[src/design/rarg_pkg.sv]
// Shared widths, codes and types for the random-access recovery gate.
package rarg_pkg;

  localparam int unsigned OpW     = 2;
  localparam int unsigned DelayW  = 7;
  localparam int unsigned KindW   = 2;
  localparam int unsigned FrameW  = 16;
  localparam int unsigned MaxFnW  = 17;
  localparam int unsigned PocW    = 32;
  localparam int unsigned ModeW   = 3;
  localparam int unsigned InDataW = 128;
  localparam int unsigned OutDataW = 8;

  // Width of the modulo operands: frame sum and modulus are both 17 bits.
  localparam int unsigned DivW   = 17;
  localparam int unsigned DivCntW = $clog2(DivW + 1);

  localparam logic [OpW-1:0] OP_FLUSH  = 2'd0;
  localparam logic [OpW-1:0] OP_SEARCH = 2'd1;
  localparam logic [OpW-1:0] OP_FRAME  = 2'd2;

  localparam logic [KindW-1:0] KIND_NONE = 2'd0;
  localparam logic [KindW-1:0] KIND_I    = 2'd1;
  localparam logic [KindW-1:0] KIND_SEI  = 2'd2;
  localparam logic [KindW-1:0] KIND_IDR  = 2'd3;

  localparam logic [ModeW-1:0] MODE_DONE       = 3'd0;
  localparam logic [ModeW-1:0] MODE_SEARCH     = 3'd1;
  localparam logic [ModeW-1:0] MODE_COUNTING   = 3'd2;
  localparam logic [ModeW-1:0] MODE_WAIT_FRAME = 3'd3;
  localparam logic [ModeW-1:0] MODE_WAIT_POC   = 3'd4;

  typedef struct packed {
    logic busy;
    logic done;
  } div_status_t;

endpackage

[src/design/rarg_div.sv]
// Iterative restoring modulo unit, one quotient bit per cycle.
module rarg_div (
  input  logic                         clk_i,
  input  logic                         rst_ni,
  input  logic                         start_i,
  input  logic [rarg_pkg::DivW-1:0]    dividend_i,
  input  logic [rarg_pkg::DivW-1:0]    divisor_i,
  output rarg_pkg::div_status_t        status_o,
  output logic [rarg_pkg::DivW-1:0]    rem_o
);

  logic                           busy_q, busy_d;
  logic                           done_q, done_d;
  logic [rarg_pkg::DivCntW-1:0]   cnt_q, cnt_d;
  logic [rarg_pkg::DivW-1:0]      num_q, num_d;
  logic [rarg_pkg::DivW-1:0]      den_q, den_d;
  logic [rarg_pkg::DivW-1:0]      rem_q, rem_d;
  logic [rarg_pkg::DivW:0]        trial;
  logic [rarg_pkg::DivW:0]        diff;

  assign trial = {rem_q, num_q[rarg_pkg::DivW-1]};
  assign diff  = trial - {1'b0, den_q};

  always_comb begin
    busy_d = busy_q;
    done_d = 1'b0;
    cnt_d  = cnt_q;
    num_d  = num_q;
    den_d  = den_q;
    rem_d  = rem_q;
    if (start_i) begin
      busy_d = 1'b1;
      cnt_d  = rarg_pkg::DivCntW'(rarg_pkg::DivW);
      num_d  = dividend_i;
      den_d  = divisor_i;
      rem_d  = '0;
    end else if (busy_q) begin
      // remainder stays below the divisor, so the top bit is dropped safely
      rem_d = (trial >= {1'b0, den_q}) ? diff[rarg_pkg::DivW-1:0]
                                       : trial[rarg_pkg::DivW-1:0];
      num_d = {num_q[rarg_pkg::DivW-2:0], 1'b0};
      cnt_d = cnt_q - rarg_pkg::DivCntW'(1);
      if (cnt_q == rarg_pkg::DivCntW'(1)) begin
        busy_d = 1'b0;
        done_d = 1'b1;
      end
    end
  end

  always_ff @(posedge clk_i or negedge rst_ni) begin
    if (!rst_ni) begin
      busy_q <= 1'b0;
      done_q <= 1'b0;
      cnt_q  <= '0;
    end else begin
      busy_q <= busy_d;
      done_q <= done_d;
      cnt_q  <= cnt_d;
    end
  end

  always_ff @(posedge clk_i) begin
    num_q <= num_d;
    den_q <= den_d;
    rem_q <= rem_d;
  end

  assign status_o.busy = busy_q;
  assign status_o.done = done_q;
  assign rem_o         = rem_q;

endmodule

[src/design/h264_random_access_recovery_gate_top.sv]
// Top level of the random-access recovery gate: stream ports, sequencer, state.
// Flush, search and unused opcodes go from transfer to the finish step; frame events
// that compute the target frame pass through accept, 17 modulo steps, a handover and
// finish. The finish step waits while the output stalls. One item at a time: a new
// item is taken only once the last is finished. Reset (async, active low) puts the gate in
// search mode with target frame and thread delay cleared and no result pending.
module h264_random_access_recovery_gate_top (
  input  logic                           clk_i,
  input  logic                           rst_ni,
  input  logic                           s_axis_tvalid,
  output logic                           s_axis_tready,
  // tdata, low bit up: thread_count[6:0], recovery_kind[8:7], sei_frame_count[24:9],
  // max_frame_num[41:25], frame_num[57:42], poc_decoded[89:58], poc_output[121:90],
  // zero fill [127:122]
  input  logic [rarg_pkg::InDataW-1:0]   s_axis_tdata,
  // tuser: opcode[1:0]
  input  logic [rarg_pkg::OpW-1:0]       s_axis_tuser,
  output logic                           m_axis_tvalid,
  input  logic                           m_axis_tready,
  // tdata, low bit up: accept_data[0], suppress_picture[1], recovery_state[4:2],
  // zero fill [7:5]
  output logic [rarg_pkg::OutDataW-1:0]  m_axis_tdata
);

  // Sequencer: wait for a transfer, run the modulo unit if needed, then finish the step.
  typedef enum logic [2:0] {
    ST_IDLE = 3'b001,
    ST_DIV  = 3'b010,
    ST_FIN  = 3'b100
  } state_e;

  state_e state_q, state_d;

  // Item held for the duration of its processing
  logic [rarg_pkg::OpW-1:0]     op_q;
  logic [rarg_pkg::DelayW-1:0]  cnt_in_q;
  logic [rarg_pkg::KindW-1:0]   kind_q;
  logic [rarg_pkg::FrameW-1:0]  sei_q;
  logic [rarg_pkg::FrameW-1:0]  fnum_q;
  logic [rarg_pkg::MaxFnW-1:0]  maxfn_q;
  logic signed [rarg_pkg::PocW-1:0] poc_dec_q;
  logic signed [rarg_pkg::PocW-1:0] poc_out_q;
  logic                         did_div_q;

  // Architectural state
  logic [rarg_pkg::ModeW-1:0]   mode_q, mode_d;
  logic [rarg_pkg::FrameW-1:0]  target_q, target_d;
  logic [rarg_pkg::DelayW-1:0]  delay_q, delay_d;
  logic signed [rarg_pkg::PocW-1:0] tpoc_q, tpoc_d;

  // Output register
  logic                         m_valid_q;
  logic [rarg_pkg::OutDataW-1:0] m_data_q, m_data_d;

  // Input field views
  logic [rarg_pkg::DelayW-1:0]  in_cnt;
  logic [rarg_pkg::KindW-1:0]   in_kind;
  logic [rarg_pkg::FrameW-1:0]  in_sei;
  logic [rarg_pkg::MaxFnW-1:0]  in_maxfn;
  logic [rarg_pkg::FrameW-1:0]  in_fnum;
  logic [rarg_pkg::PocW-1:0]    in_poc_dec;
  logic [rarg_pkg::PocW-1:0]    in_poc_out;

  logic                         in_xfer;
  logic                         need_div;
  logic                         out_free;
  logic                         fin_fire;
  logic                         acc_bit, sup_bit;
  logic [rarg_pkg::ModeW-1:0]   m_a;
  logic [rarg_pkg::FrameW-1:0]  tf_a;
  logic signed [rarg_pkg::PocW-1:0] poc_a;

  rarg_pkg::div_status_t        div_st;
  logic [rarg_pkg::DivW-1:0]    div_rem;
  logic [rarg_pkg::DivW-1:0]    div_num;

  assign in_cnt     = s_axis_tdata[6:0];
  assign in_kind    = s_axis_tdata[8:7];
  assign in_sei     = s_axis_tdata[24:9];
  assign in_maxfn   = s_axis_tdata[41:25];
  assign in_fnum    = s_axis_tdata[57:42];
  assign in_poc_dec = s_axis_tdata[89:58];
  assign in_poc_out = s_axis_tdata[121:90];

  assign s_axis_tready = (state_q == ST_IDLE);
  assign in_xfer       = s_axis_tvalid && s_axis_tready;

  // Target frame recomputation only runs when the thread delay has expired,
  // the modulus is known and the gate is still searching or counting.
  assign need_div = (s_axis_tuser == rarg_pkg::OP_FRAME) &&
                    (delay_q <= rarg_pkg::DelayW'(1)) &&
                    (in_maxfn != '0) &&
                    ((mode_q == rarg_pkg::MODE_SEARCH) || (mode_q == rarg_pkg::MODE_COUNTING));

  assign div_num = {1'b0, target_q} + {1'b0, in_fnum};

  rarg_div u_div (
    .clk_i      (clk_i),
    .rst_ni     (rst_ni),
    .start_i    (in_xfer && need_div),
    .dividend_i (div_num),
    .divisor_i  (in_maxfn),
    .status_o   (div_st),
    .rem_o      (div_rem)
  );

  assign out_free = !m_valid_q || m_axis_tready;
  assign fin_fire = (state_q == ST_FIN) && out_free;

  always_comb begin
    state_d = state_q;
    case (state_q)
      ST_IDLE: begin
        if (in_xfer) state_d = need_div ? ST_DIV : ST_FIN;
      end
      ST_DIV: begin
        if (div_st.done) state_d = ST_FIN;
      end
      ST_FIN: begin
        if (out_free) state_d = ST_IDLE;
      end
      default: state_d = ST_IDLE;
    endcase
  end

  // Finishing step: all state updates of the item happen here.
  always_comb begin
    mode_d   = mode_q;
    target_d = target_q;
    delay_d  = delay_q;
    tpoc_d   = tpoc_q;
    acc_bit  = 1'b0;
    sup_bit  = 1'b0;
    m_a      = mode_q;
    tf_a     = target_q;
    poc_a    = tpoc_q;
    case (op_q)
      rarg_pkg::OP_FLUSH: begin
        mode_d   = rarg_pkg::MODE_SEARCH;
        target_d = '0;
        delay_d  = cnt_in_q;
      end
      rarg_pkg::OP_SEARCH: begin
        acc_bit = 1'b1;
        if (mode_q == rarg_pkg::MODE_SEARCH) begin
          case (kind_q)
            rarg_pkg::KIND_IDR: mode_d = rarg_pkg::MODE_DONE;
            rarg_pkg::KIND_SEI: begin
              target_d = sei_q;
              mode_d   = rarg_pkg::MODE_COUNTING;
            end
            rarg_pkg::KIND_I: begin
              target_d = '0;
              mode_d   = rarg_pkg::MODE_COUNTING;
            end
            default: acc_bit = 1'b0;
          endcase
        end
      end
      rarg_pkg::OP_FRAME: begin
        if (delay_q > rarg_pkg::DelayW'(1)) begin
          delay_d = delay_q - rarg_pkg::DelayW'(1);
        end else if ((mode_q != rarg_pkg::MODE_DONE) && (maxfn_q != '0)) begin
          if (did_div_q) begin
            m_a  = rarg_pkg::MODE_WAIT_FRAME;
            tf_a = div_rem[rarg_pkg::FrameW-1:0];
          end
          if ((m_a == rarg_pkg::MODE_WAIT_FRAME) && (tf_a <= fnum_q)) begin
            m_a   = rarg_pkg::MODE_WAIT_POC;
            poc_a = poc_dec_q;
          end
          if ((m_a == rarg_pkg::MODE_WAIT_POC) && (poc_out_q >= poc_a)) begin
            m_a = rarg_pkg::MODE_DONE;
          end
          mode_d   = m_a;
          target_d = tf_a;
          tpoc_d   = poc_a;
          sup_bit  = (m_a != rarg_pkg::MODE_DONE);
        end
      end
      default: ;
    endcase
    m_data_d = {3'b000, mode_d, sup_bit, acc_bit};
  end

  always_ff @(posedge clk_i or negedge rst_ni) begin
    if (!rst_ni) begin
      state_q   <= ST_IDLE;
      mode_q    <= rarg_pkg::MODE_SEARCH;
      target_q  <= '0;
      delay_q   <= '0;
      m_valid_q <= 1'b0;
    end else begin
      state_q <= state_d;
      if (fin_fire) begin
        mode_q    <= mode_d;
        target_q  <= target_d;
        delay_q   <= delay_d;
        m_valid_q <= 1'b1;
      end else if (m_axis_tready) begin
        m_valid_q <= 1'b0;
      end
    end
  end

  // Payload registers, no reset
  always_ff @(posedge clk_i) begin
    if (in_xfer) begin
      op_q      <= s_axis_tuser;
      cnt_in_q  <= in_cnt;
      kind_q    <= in_kind;
      sei_q     <= in_sei;
      maxfn_q   <= in_maxfn;
      fnum_q    <= in_fnum;
      poc_dec_q <= in_poc_dec;
      poc_out_q <= in_poc_out;
      did_div_q <= need_div;
    end
    if (fin_fire) begin
      tpoc_q   <= tpoc_d;
      m_data_q <= m_data_d;
    end
  end

  assign m_axis_tvalid = m_valid_q;
  assign m_axis_tdata  = m_data_q;

  // The modulo unit only finishes while the sequencer waits for it
  a_div_done_in_div: assert property (@(posedge clk_i) disable iff (!rst_ni)
    div_st.done |-> (state_q == ST_DIV))
    else $error("modulo result outside division state");

  // Mode never leaves the defined range
  a_mode_range: assert property (@(posedge clk_i) disable iff (!rst_ni)
    mode_q <= rarg_pkg::MODE_WAIT_POC)
    else $error("recovery mode out of range");

  // A finished step presents its result and frees the input side
  a_fin_to_out: assert property (@(posedge clk_i) disable iff (!rst_ni)
    fin_fire |=> (m_valid_q && (state_q == ST_IDLE)))
    else $error("finished step did not reach the output register");

  // Modulo unit is idle whenever a new item can be taken
  a_ready_div_idle: assert property (@(posedge clk_i) disable iff (!rst_ni)
    s_axis_tready |-> !div_st.busy)
    else $error("input ready while modulo unit busy");

endmodule
[config.mk]
export PLATFORM = sky130hd
export DESIGN_NAME = h264_random_access_recovery_gate_top
export DESIGN_NICKNAME = d
export VERILOG_FILES = /design/src/design/rarg_pkg.sv /design/src/design/rarg_div.sv /design/src/design/h264_random_access_recovery_gate_top.sv
export SDC_FILE = /design/constraint.sdc
export NUM_CORES = 1
export LEC_CHECK = 0
export ABC_CLOCK_PERIOD_IN_PS = 7650
export BUFFER_PORTS_ARGS = -buffer_cell sky130_fd_sc_hd__clkbuf_2
export CORE_ASPECT_RATIO = 1.4
export CORE_MARGIN = 10
export CORE_UTILIZATION = 59
export CTS_CLUSTER_DIAMETER = 60
export DETAILED_ROUTE_END_ITERATION = 10
export GPL_TIMING_DRIVEN = 0
export HOLD_SLACK_MARGIN = 0.15
export PLACE_DENSITY = 0.8
export SETUP_SLACK_MARGIN = 0.2
export SYNTH_ARGS = -nofsm -noshare
export SYNTH_HDL_FRONTEND = slang
export SYNTH_HIERARCHICAL = 1
export SYNTH_SLANG_ARGS = --single-unit
export TNS_END_PERCENT = 100
[constraint.sdc]
create_clock -name clk_i -period 7.65 [get_ports clk_i]
set_input_delay 1.53 -clock clk_i [delete_from_list [all_inputs] [get_ports clk_i]]
set_output_delay 1.53 -clock clk_i [all_outputs]
set_load 0.05 [all_outputs]
==> metrics.txt, run 1 <==
die area=27600 sq um; CP endpoint kind=register; Seq pwr share=45.6%; num rows=63; measured slew at the worst slew-check pin=1.03 ns; R2R depth=19; placed insts=1416; slowest stage delay, CP=0.55 ns; Crit Reg-Reg Startpoint=did_div_q$_DFFE_PP_; slowest CP cell=or4_4; Yosys warning count=6; worst path bufs/invs=2; core area=21000 sq um; drt initial violations=516; Setup Skew=0.0187 ns; Slew HR=31.3%; Peak Freq=161 MHz; period utilization=81.0%; layout cells sized above 1=20.2%; reg2reg setup slack=1.46 ns; HPWL after DPL=21.0 mm; Detailed Route WL=28.1 mm; die width=143 um; min-delay src=u_div/rem_o[16]$_SDFFE_PP0P_; drt drc=0; CTS tree=built; synthesized area per cell=12.3 sq um; Worst Path Required=8.01 ns; Placer Congestion=0.908; Tmin final=6.19 ns; # hold bufs at CTS=0; Clk pwr share=33.9%; Setup Viol. Count Final=0; cts repair resizes=0; R2R Path End=m_axis_tdata[4]$_DFFE_PP_; drt via density=5.83; global-route wire length before repair=45.0 mm; Via Count=8539; Starting Density=59.6%; Layout area overhead=15.3%; Chip Height=193 um; initial antenna violation count=1; Final WS setup=1.46 ns; Fin Hold WS=0.503 ns; Reg clk slew, reported paths=0.06 ns; pre-CTS setup slack=1.58 ns; Pins Over Slew Limit=0; post-route insts no fill=1464; worst path cell trace=buf_1 -> mux2_2 -> ha_1 -> a21o_1 -> a21o_1 -> a211oi_1 -> a31oi_1 -> nor2_2 -> buf_2 -> mux2i_1 -> ha_1 -> a21o_1 -> a21o_1 -> a211o_1 -> o211ai_2 -> a21oi_2 -> o31a_1 -> or4_4 -> o211ai_1; Leak=6.12 nW; gr ovfl total=0; family with the most delay on the worst path=compound AO/OA/AOI/OAI gates; Hold Path Stages=2; Hold Path Sink=u_div/rem_o[16]$_SDFFE_PP0P_; crit start category=register; Power Dens Cells=259 nW/um^2; post-route cell area=14500 sq um; Hold/Removal Path Class=reg2reg; CTS Sinks=250; maxcap violations=0; Synth Cell Area=12500 sq um; Crit Path Max Fanout=10; Syn Inst Count=1019; Nets=1412; Num CTS Buffers=26; peak supply drop=0.226 mV; pin count of the biggest net entering global routing=68; TNS Setup=0 ns; post-DR wirelength/cell=19.2 um; IO Count=144; RSZ-0062 raised after global routing=false; DRT Pass-1 Iters=5; maximum clock insertion buffer count=3; Root Buffer=clkbuf_16; Sw Share=28.5%; placed inst area=13600 sq um; n_diodes=0; endpoints failing hold=0; Worst-Skew Late Latency=0.54 ns; Tot GR Track Use=20.5%; H-tree depth=1; sw power=1.07 mW; status=finished, final reports clean; vias in the first global route=9016; Comb pwr share=20.4%; crit path kind=reg2reg; PortBufs=134; most used cell, CP=a21o_1; post-route ant nets=0; arrival time worst endpoint=6.56 ns; Int Power=2.68 mW; postcts setup bufs=0
## worst register-to-register path, delay by kind of cell (launching register included)
family	cells	cell delay [ns]
AOI/OAI and AO/OA	11	2.40
adders and majority gates	2	0.60
buffers and inverters	2	0.90
DFF	1	0.49
muxes	2	0.75
and+or+nand+nor	2	0.90
## how the worst max path moves through the flow
stage                           startpoint                        end  slack (ns)  cells after the start
finish                 did_div_q$_DFFE_PP_  m_axis_tdata[4]$_DFFE_PP_        1.46                     19
global route           did_div_q$_DFFE_PP_  m_axis_tdata[4]$_DFFE_PP_        1.19                     19
CTS                    did_div_q$_DFFE_PP_  m_axis_tdata[4]$_DFFE_PP_        1.46                     19
detailed placement     did_div_q$_DFFE_PP_  m_axis_tdata[4]$_DFFE_PP_        1.58                     19
global placement             s_axis_tvalid  u_div/num_q[12]$_DFFE_PP_       -1.04                      6
floorplan           state_q[0]$_DFFE_PN1P_  u_div/num_q[10]$_DFFE_PP_        0.54                      6
## power by group through the flow
stage | Sequential [mW] | Clock, mW | Combinational, mW
after floorplan | 1.70 | 0 | 0.560
after global placement | 1.74 | 0 | 0.727
after detailed placement | 1.73 | 0 | 0.758
after CTS | 1.71 | 1.30 | 0.766
after global routing | 1.72 | 1.35 | 0.854
final | 1.71 | 1.27 | 0.765
## state kept, by name, summed over array words and instances (netlist names), 5 cells and up
register      flops
u_div/rem_o      17
poc_out_q        32
tpoc_q           32
target_q         16
sei_q            16
fnum_q           16
u_div/num_q      17
delay_q           7
u_div/cnt_q       5
u_div/den_q      17
poc_dec_q        32
m_axis_tdata      5
maxfn_q          17
cnt_in_q          7
## final cells by class
class	instances	area [sq um]
repair buffers	135	698
fillers	1513	6590
clock buffers	31	691
clock inverters	17	179
well taps	260	325
plain buffers	39	178
flip-flops and latches	250	7150
inverters	94	353
multi-input cells	638	4880
## layer usage
layer / vias to the layer above / global-route usage (%) / share of wire (%)
met5: - / 0 / 0.060
met4: 2 / 9.29 / 4.0
met3: 73 / 4.06 / 6.0
met2: 283 / 37.2 / 52
met1: 4069 / 22.7 / 38
li1: 4112 / - / -
## stage by stage
step / util, % / power (mW)
floorplan: - / 2.26
global placement: 64.4 / 2.47
detailed placement: 64.6 / 2.49
finish: 68.7 / 3.75
CTS: 68.7 / 3.77
global route: 68.7 / 3.93
## placed cells by master, fill, tap and decap left out, types with 26 or more instances in the layout
cell       instances
dfrtp_1           35
o21ai_0           46
clkbuf_1          26
nor2_1            44
clkbuf_2         134
a21oi_1           40
mux2i_1           35
edfxtp_1         196
inv_1             92
mux2_2            34
clkbuf_16         27
ha_1              92
nand2_1           67
(Power assumes the default switching activity.)
==> inputs of run 2 (changes only) <==
--- a/config.mk
+++ b/config.mk
@@ -5,16 +5,16 @@
 export SDC_FILE = /design/constraint.sdc
 export NUM_CORES = 1
 export LEC_CHECK = 0
-export ABC_CLOCK_PERIOD_IN_PS = 7650
+export ABC_CLOCK_PERIOD_IN_PS = 5100
 export BUFFER_PORTS_ARGS = -buffer_cell sky130_fd_sc_hd__clkbuf_2
 export CORE_ASPECT_RATIO = 1.4
 export CORE_MARGIN = 10
-export CORE_UTILIZATION = 59
+export CORE_UTILIZATION = 53
 export CTS_CLUSTER_DIAMETER = 60
 export DETAILED_ROUTE_END_ITERATION = 10
 export GPL_TIMING_DRIVEN = 0
 export HOLD_SLACK_MARGIN = 0.15
-export PLACE_DENSITY = 0.8
+export PLACE_DENSITY = 0.76
 export SETUP_SLACK_MARGIN = 0.2
 export SYNTH_ARGS = -nofsm -noshare
 export SYNTH_HDL_FRONTEND = slang
==> constraint.sdc (replaced) <==
create_clock -name clk_i -period 5.1 [get_ports clk_i]
set_input_delay 1.02 -clock clk_i [delete_from_list [all_inputs] [get_ports clk_i]]
set_output_delay 1.02 -clock clk_i [all_outputs]
set_load 0.05 [all_outputs]
==> run 2 against run 1 <==
  * Global-route usage is 1.9 points lower
  * Final area rose by 4.0%
  * Count of clock-buffer cells in the layout increased by 6
  * Wire length rose by 2.8%
  * Core utilization shrank 4.1 points
  * Critical path depth grew 2
  * Sequential share of layout area down 1.9 points
  * Highest routed layer is now met4
  * Flip-flop and latch count stayed put
  * Non-clock buffer count grew 30
  * Setup slack lost 1.3 ns
==> metrics.txt, run 2 (synthesis results as in run 1) <==
status=finished, final reports clean; placed insts=1463 (+3.3%); core area=23300 sq um (+11%); most frequent cells in the layout=edfxtp_1 (196), clkbuf_2 (134), inv_1 (92), ha_1 (89), nand2_1 (67); worst path cell trace=buf_6 -> mux2_4 -> ha_4 -> buf_4 -> a21o_1 -> a21o_1 -> a211oi_4 -> a31oi_4 -> nor2_4 -> buf_12 -> buf_8 -> mux2i_2 -> ha_1 -> a21o_1 -> a21o_1 -> a21oi_2 -> o211ai_1 -> a21oi_1 -> a21oi_1 -> or4_4 -> o211ai_1; CTS tree=built; Pwr Total=5.79 mW (+55%); num rows=66 (+4.8%); post-route insts no fill=1540 (+5.2%); layout cells sized above 1=23.9% (+3.7 points); CP endpoint kind=register; Power Dens Cells=385 nW/um^2 (+49%); Crit Path Max Fanout=6 (-4); Root Buffer=clkbuf_16; Num CTS Buffers=26 (unchanged); IO Count=144 (unchanged); Via Count=8676 (+1.6%); slowest CP cell=or4_4; measured slew at the worst slew-check pin=1.01 ns (-0.0168 ns); slowest stage delay, CP=0.54 ns (about the same); pin count of the biggest net entering global routing=66 (-2.9%); maxcap violations=0 (unchanged); Slew HR=32.4% (+1.1 points); multi-input logic area=5060 sq um (+3.7%); Nets=1442 (+2.1%); global-route wire length before repair=45.4 mm (+1.1%); period utilization=97.6% (+17 points); initial antenna violation count=0 (-1); Leak=6.34 nW (+3.6%); Setup Skew=0.0136 ns (-0.00508 ns); R2R depth=21 (+2); # hold bufs at CTS=0 (unchanged); family with the most delay on the worst path=compound AO/OA/AOI/OAI gates; Tmin final=4.98 ns (-1.22 ns); DRT Pass-1 Iters=4 (-1); CTS Sinks=250 (unchanged); Crit Reg-Reg Startpoint=did_div_q$_DFFE_PP_; Setup Viol. Count Final=0 (unchanged); Reg area=7150 sq um (unchanged); worst path bufs/invs=4 (+2); Reg clk slew, reported paths=0.06 ns (about the same); peak supply drop=0.318 mV (+41%); crit start category=register; n_diodes=0 (unchanged); endpoints failing hold=0 (unchanged); min-delay src=u_div/rem_o[16]$_SDFFE_PP0P_; reg2reg setup slack=0.12 ns (-1.33 ns); PortBufs=134 (unchanged); Hold/Removal Path Class=reg2reg; most used cell, CP=a21o_1; most common cell after layout, fill and taps aside=edfxtp_1; Pins Over Slew Limit=0 (unchanged); drt initial violations=456 (-12%); leading registers by flop count=poc_dec_q: 32 flops, poc_out_q: 32 flops, tpoc_q: 32 flops; post-DR wirelength/cell=18.8 um (-2.2%); Worst Path Required=5.47 ns (-2.54 ns); HPWL after DPL=21.1 mm (+0.39%); maximum clock insertion buffer count=3 (unchanged); Starting Density=53.9% (-5.7 points); Tot GR Track Use=18.6% (-1.9 points); Fillers=1741 (+15%); TNS Setup=0 ns (unchanged); post-route ant nets=0 (unchanged); drt via density=5.63 (-3.4%); Detailed Route WL=28.9 mm (+2.8%); arrival time worst endpoint=5.34 ns (-1.22 ns); RSZ-0062 raised after global routing=true; die width=150 um (+4.7%); Chip Height=202 um (+4.9%); drt drc=0 (unchanged); Hold Path Sink=u_div/rem_o[16]$_SDFFE_PP0P_; pre-CTS setup slack=-0.674 ns (-2.25 ns); R2R Path End=m_axis_tdata[4]$_DFFE_PP_; H-tree depth=1 (unchanged); gr ovfl total=0 (unchanged); Peak Freq=201 MHz (+24%); Layout area overhead=19.9%; Worst-Skew Late Latency=0.53 ns (about the same); Placer Congestion=0.881 (-3.0%); Hold Path Stages=2 (unchanged); Final WS setup=0.124 ns (-1.33 ns); die area=30300 sq um (+9.9%); crit path kind=reg2reg; vias in the first global route=8851 (-1.8%)
==> run 2: cell count changes in the layout (fill, tap and decap cells not counted), moves of 4 or more <==
cell	before	now
mux2i_2	0	4
buf_12	0	4
mux2i_1	35	28
buf_4	5	30
==> run 2: power by group <==
part	switching [mW]	total, mW	internal, mW
Clock	0.784	2.00	1.22
Sequential	0.152	2.56	2.41
Combinational	0.690	1.22	0.534
Total	1.63	5.79	4.16
==> run 2: through the flow <==
step	area, sq um	hold WS [ns]	util [%]
2_1_floorplan	12600	0.447	-
6_report	15000	0.493	64.6
4_1_cts	14800	0.496	63.5
3_5_place_dp	13700	0.478	58.7
3_3_place_gp	13600	0.480	58.5
5_1_grt	15000	0.535	64.6
==> run 2: worst max path at each step <==
stage / startpoint / end / slack, ns / cells after the start
floorplan: did_div_q$_DFFE_PP_ / m_axis_tdata[4]$_DFFE_PP_ / 0.23 / 19
global placement: did_div_q$_DFFE_PP_ / m_axis_tdata[4]$_DFFE_PP_ / -0.70 / 19
detailed placement: did_div_q$_DFFE_PP_ / m_axis_tdata[4]$_DFFE_PP_ / -0.67 / 19
CTS: did_div_q$_DFFE_PP_ / m_axis_tdata[4]$_DFFE_PP_ / 0.15 / 20
global route: did_div_q$_DFFE_PP_ / m_axis_tdata[4]$_DFFE_PP_ / -0.1 / 20
finish: did_div_q$_DFFE_PP_ / m_axis_tdata[4]$_DFFE_PP_ / 0.12 / 21
==> run 2: repair_timing <==
action / 4_1_cts / 5_1_grt
hold endpoints to repair: 0 / 0
pin swaps: 5 / 27
cloned: 1 / 0
setup endpoints to repair: 21 / 3
resized for setup: 24 / 25
buffers inserted: 13 / 15
==> run 2: worst register-to-register path: cells and delay by family, from the launching register on <==
kind                     cells  cell delay, ns
AO/OA/AOI/OAI               11            1.99
AND/OR/NAND/NOR              2            0.67
multiplexers                 2            0.58
buffers and inverters        4            0.56
adder cells (fa/ha/maj)      2            0.54
flip-flops                   1            0.46
==> run 2: final cells by class <==
cell class,count,share of cell area [%]
clock inverters,11,1.11
plain buffers,39,1.53
inverters,94,2.35
flip-flops and latches,250,47.6
clock buffers,37,4.94
repair buffers,165,6.31
multi-input cells,638,33.6
well taps,306,2.55
==> run 2: routing by layer <==
layer | vias up | share of wire [%] | track usage (%)
met5 | - | 0 | 0
met3 | 77 | 4.8 | 3.24
li1 | 4169 | - | -
met2 | 247 | 52 | 33.2
met1 | 4183 | 39 | 21.5
met4 | 0 | 3.8 | 7.31
==> inputs of run 3 (changes only) <==
--- a/config.mk
+++ b/config.mk
@@ -6,16 +6,17 @@
 export NUM_CORES = 1
 export LEC_CHECK = 0
 export ABC_CLOCK_PERIOD_IN_PS = 5100
-export BUFFER_PORTS_ARGS = -buffer_cell sky130_fd_sc_hd__clkbuf_2
 export CORE_ASPECT_RATIO = 1.4
 export CORE_MARGIN = 10
-export CORE_UTILIZATION = 53
+export CORE_UTILIZATION = 58
 export CTS_CLUSTER_DIAMETER = 60
 export DETAILED_ROUTE_END_ITERATION = 10
+export DONT_BUFFER_PORTS = 1
 export GPL_TIMING_DRIVEN = 0
 export HOLD_SLACK_MARGIN = 0.15
 export PLACE_DENSITY = 0.76
 export SETUP_SLACK_MARGIN = 0.2
+export SLEW_MARGIN = 20
 export SYNTH_ARGS = -nofsm -noshare
 export SYNTH_HDL_FRONTEND = slang
 export SYNTH_HIERARCHICAL = 1
==> run 3 against run 2 <==
  * Total power decreased by 1.9%
  * Clock skew rose by 0.0082 ns
  * Final area is 3.6% lower
  * Critical endpoint unchanged
  * Highest routed layer is now met5
  * Maximum frequency shrank 0.23%
  * Non-clock buffer count down 128
  * Sequential power hardly changed
  * Die area fell by 7.6%
  * Core utilization rose by 3.8 points
  * Setup slack worse by 0.011 ns
  * Final cell count is 11% lower
==> metrics.txt, run 3 (synthesis results as in run 1) <==
status=finished, final reports clean; die area=28000 sq um (-7.6%); drt via density=6.02 (+6.8%); Num CTS Buffers=25 (-3.8%); Worst-Skew Late Latency=0.53 ns (about the same); worst path cell trace=buf_6 -> mux2_4 -> ha_4 -> nand4_1 -> buf_4 -> nor4_4 -> o21ai_2 -> a31oi_4 -> nor2_4 -> buf_6 -> buf_12 -> buf_12 -> buf_4 -> mux2i_4 -> ha_1 -> a21o_1 -> a21oi_2 -> o211ai_1 -> a21oi_1 -> a21oi_2 -> or4_4 -> o211ai_1; post-route cell area=14500 sq um (-3.6%); RSZ-0062 raised after global routing=true; crit path kind=reg2reg; num rows=63 (-4.5%); n_diodes=0 (unchanged); pin count of the biggest net entering global routing=59 (-11%); Fillers=1494 (-14%); HPWL after DPL=20.8 mm (-1.4%); Starting Density=59.2% (+5.3 points); post-route ant nets=0 (unchanged); leading registers by flop count=poc_dec_q: 32 flops, poc_out_q: 32 flops, tpoc_q: 32 flops; sw power=1.58 mW (-2.8%); Crit Path Max Fanout=5 (-1); R2R depth=22 (+4.8%); peak supply drop=0.339 mV (+6.4%); Root Buffer=clkbuf_16; die width=144 um (-3.8%); Int Power=4.10 mW (-1.6%); Setup Viol. Count Final=0 (unchanged); most frequent cells in the layout=edfxtp_1 (196), inv_1 (91), ha_1 (84), nand2_1 (66), o21ai_0 (45); pre-CTS setup slack=-0.732 ns (-0.0589 ns); Crit Reg-Reg Startpoint=did_div_q$_DFFE_PP_; Sw Share=27.9% (-0.24 points); Pwr Total=5.68 mW (-1.9%); Detailed Route WL=28.6 mm (-0.97%); initial antenna violation count=2 (+2); global-route wire length before repair=43.8 mm (-3.7%); Tot GR Track Use=19.7% (+1.0 points); H-tree depth=1 (unchanged); PortBufs=0 (-100%); layout cells sized above 1=16.0% (-7.9 points); Pins Over Slew Limit=0 (unchanged); placed inst area=13000 sq um (-5.1%); crit start category=register; post-DR wirelength/cell=21.0 um (+12%); core area=21200 sq um (-8.9%); Slew HR=31.9% (-0.51 points); maximum clock insertion buffer count=3 (unchanged); Leak=5.82 nW (-8.3%); slowest stage delay, CP=0.54 ns (about the same); Peak Freq=201 MHz (-0.23%); arrival time worst endpoint=5.36 ns (+0.02 ns); reg2reg setup slack=0.11 ns (about the same); gr ovfl total=0 (unchanged); CP endpoint kind=register; maxcap violations=0 (unchanged); most common cell after layout, fill and taps aside=edfxtp_1; Final WS setup=0.113 ns (-0.0114 ns); Layout area overhead=15.6%; Hold/Removal Path Class=in2async; vias in the first global route=8285 (-6.4%); Clk pwr share=33.5% (-1.1 points); Power Dens Cells=392 nW/um^2 (+1.8%); Seq pwr share=45.3% (+1.1 points); IO Count=144 (unchanged); Placer Congestion=0.895 (+1.6%); drt drc=0 (unchanged); period utilization=97.8% (+0.22 points); Tmin final=4.99 ns (+0.0114 ns); CTS Sinks=250 (unchanged); slowest CP cell=or4_4; Comb pwr share=21.2% (about the same); Worst Path Required=5.47 ns (about the same); # hold bufs at CTS=0 (unchanged); worst path bufs/invs=6 (+2); Reg clk slew, reported paths=0.07 ns (about the same); Chip Height=194 um (-4.0%); DRT Pass-1 Iters=5 (+1); CTS tree=built; Nets=1313 (-8.9%); Setup Skew=0.0218 ns (+0.00820 ns); family with the most delay on the worst path=compound AO/OA/AOI/OAI gates; drt initial violations=470 (+3.1%); R2R Path End=m_axis_tdata[4]$_DFFE_PP_; endpoints failing hold=0 (unchanged); measured slew at the worst slew-check pin=1.02 ns (+0.00313 ns); Via Count=8201 (-5.5%); Util after Layout=68.4% (+3.8 points)
==> run 3: cell count changes in the layout (fill, tap and decap cells not counted), sizes merged <==
cell    change
clkbuf    -136
buf         +4
bufinv      +1
==> run 3: power by group through the flow <==
| stage | sequential, mW | clock [mW] | combinational (mW) |
|---|---|---|---|
| 2_1_floorplan | 2.54 | 0 | 0.842 |
| 3_3_place_gp | 2.61 | 0 | 1.02 |
| 3_5_place_dp | 2.61 | 0 | 1.07 |
| 4_1_cts | 2.57 | 1.93 | 1.15 |
| 5_1_grt | 2.59 | 2.00 | 1.33 |
| 6_report | 2.57 | 1.90 | 1.20 |
==> run 3: worst max-delay path by stage <==
stage	slack [ns]	endpoint	start	cells past startpoint
floorplan	0.23	m_axis_tdata[4]$_DFFE_PP_	did_div_q$_DFFE_PP_	19
global placement	-0.74	m_axis_tdata[4]$_DFFE_PP_	did_div_q$_DFFE_PP_	19
detailed placement	-0.73	m_axis_tdata[4]$_DFFE_PP_	did_div_q$_DFFE_PP_	19
CTS	0.20	m_axis_tdata[4]$_DFFE_PP_	did_div_q$_DFFE_PP_	22
global route	-0.06	m_axis_tdata[4]$_DFFE_PP_	did_div_q$_DFFE_PP_	22
finish	0.11	m_axis_tdata[4]$_DFFE_PP_	did_div_q$_DFFE_PP_	22
==> run 3: repair_timing <==
action / CTS / global route
pin swaps: 12 / 20
resized for setup: 42 / 29
endpoints found under the setup margin: 3 / 23
buffers inserted: 17 / 15
gates cloned: 1 / 1
==> run 3: routing by layer <==
metal  up-vias  global-route usage, %  part of all wire [%]  wire length, um
met5         -                      0                 0.073               21
met4         4                   6.92                   3.1              898
met3        58                   5.17                   7.0             2020
met2       255                   35.0                    53            15100
met1      3984                   21.8                    37            10600
li1       3900                      -                     -                -
==> run 3: per-stage QoR <==
stage                     instances  TNS, ns  hold WS (ns)
after floorplan                1021        0         0.447
after global placement         1281   -22.41         0.483
after detailed placement       1284    -2.11         0.481
after CTS                      1347        0         0.167
after global routing           1363  -0.0647         0.163
final                          1363        0         0.180
==> run 3: layout make-up <==
cell class | count | area (sq um) | area share [%]
sequential | 250 | 7150 | 49.3
multi-input combinational | 638 | 5190 | 35.8
clock buffer | 33 | 656 | 4.52
timing repair buffer | 37 | 399 | 2.75
inverter | 94 | 353 | 2.43
tap | 260 | 325 | 2.24
buffer | 39 | 233 | 1.61
clock inverter | 12 | 189 | 1.30
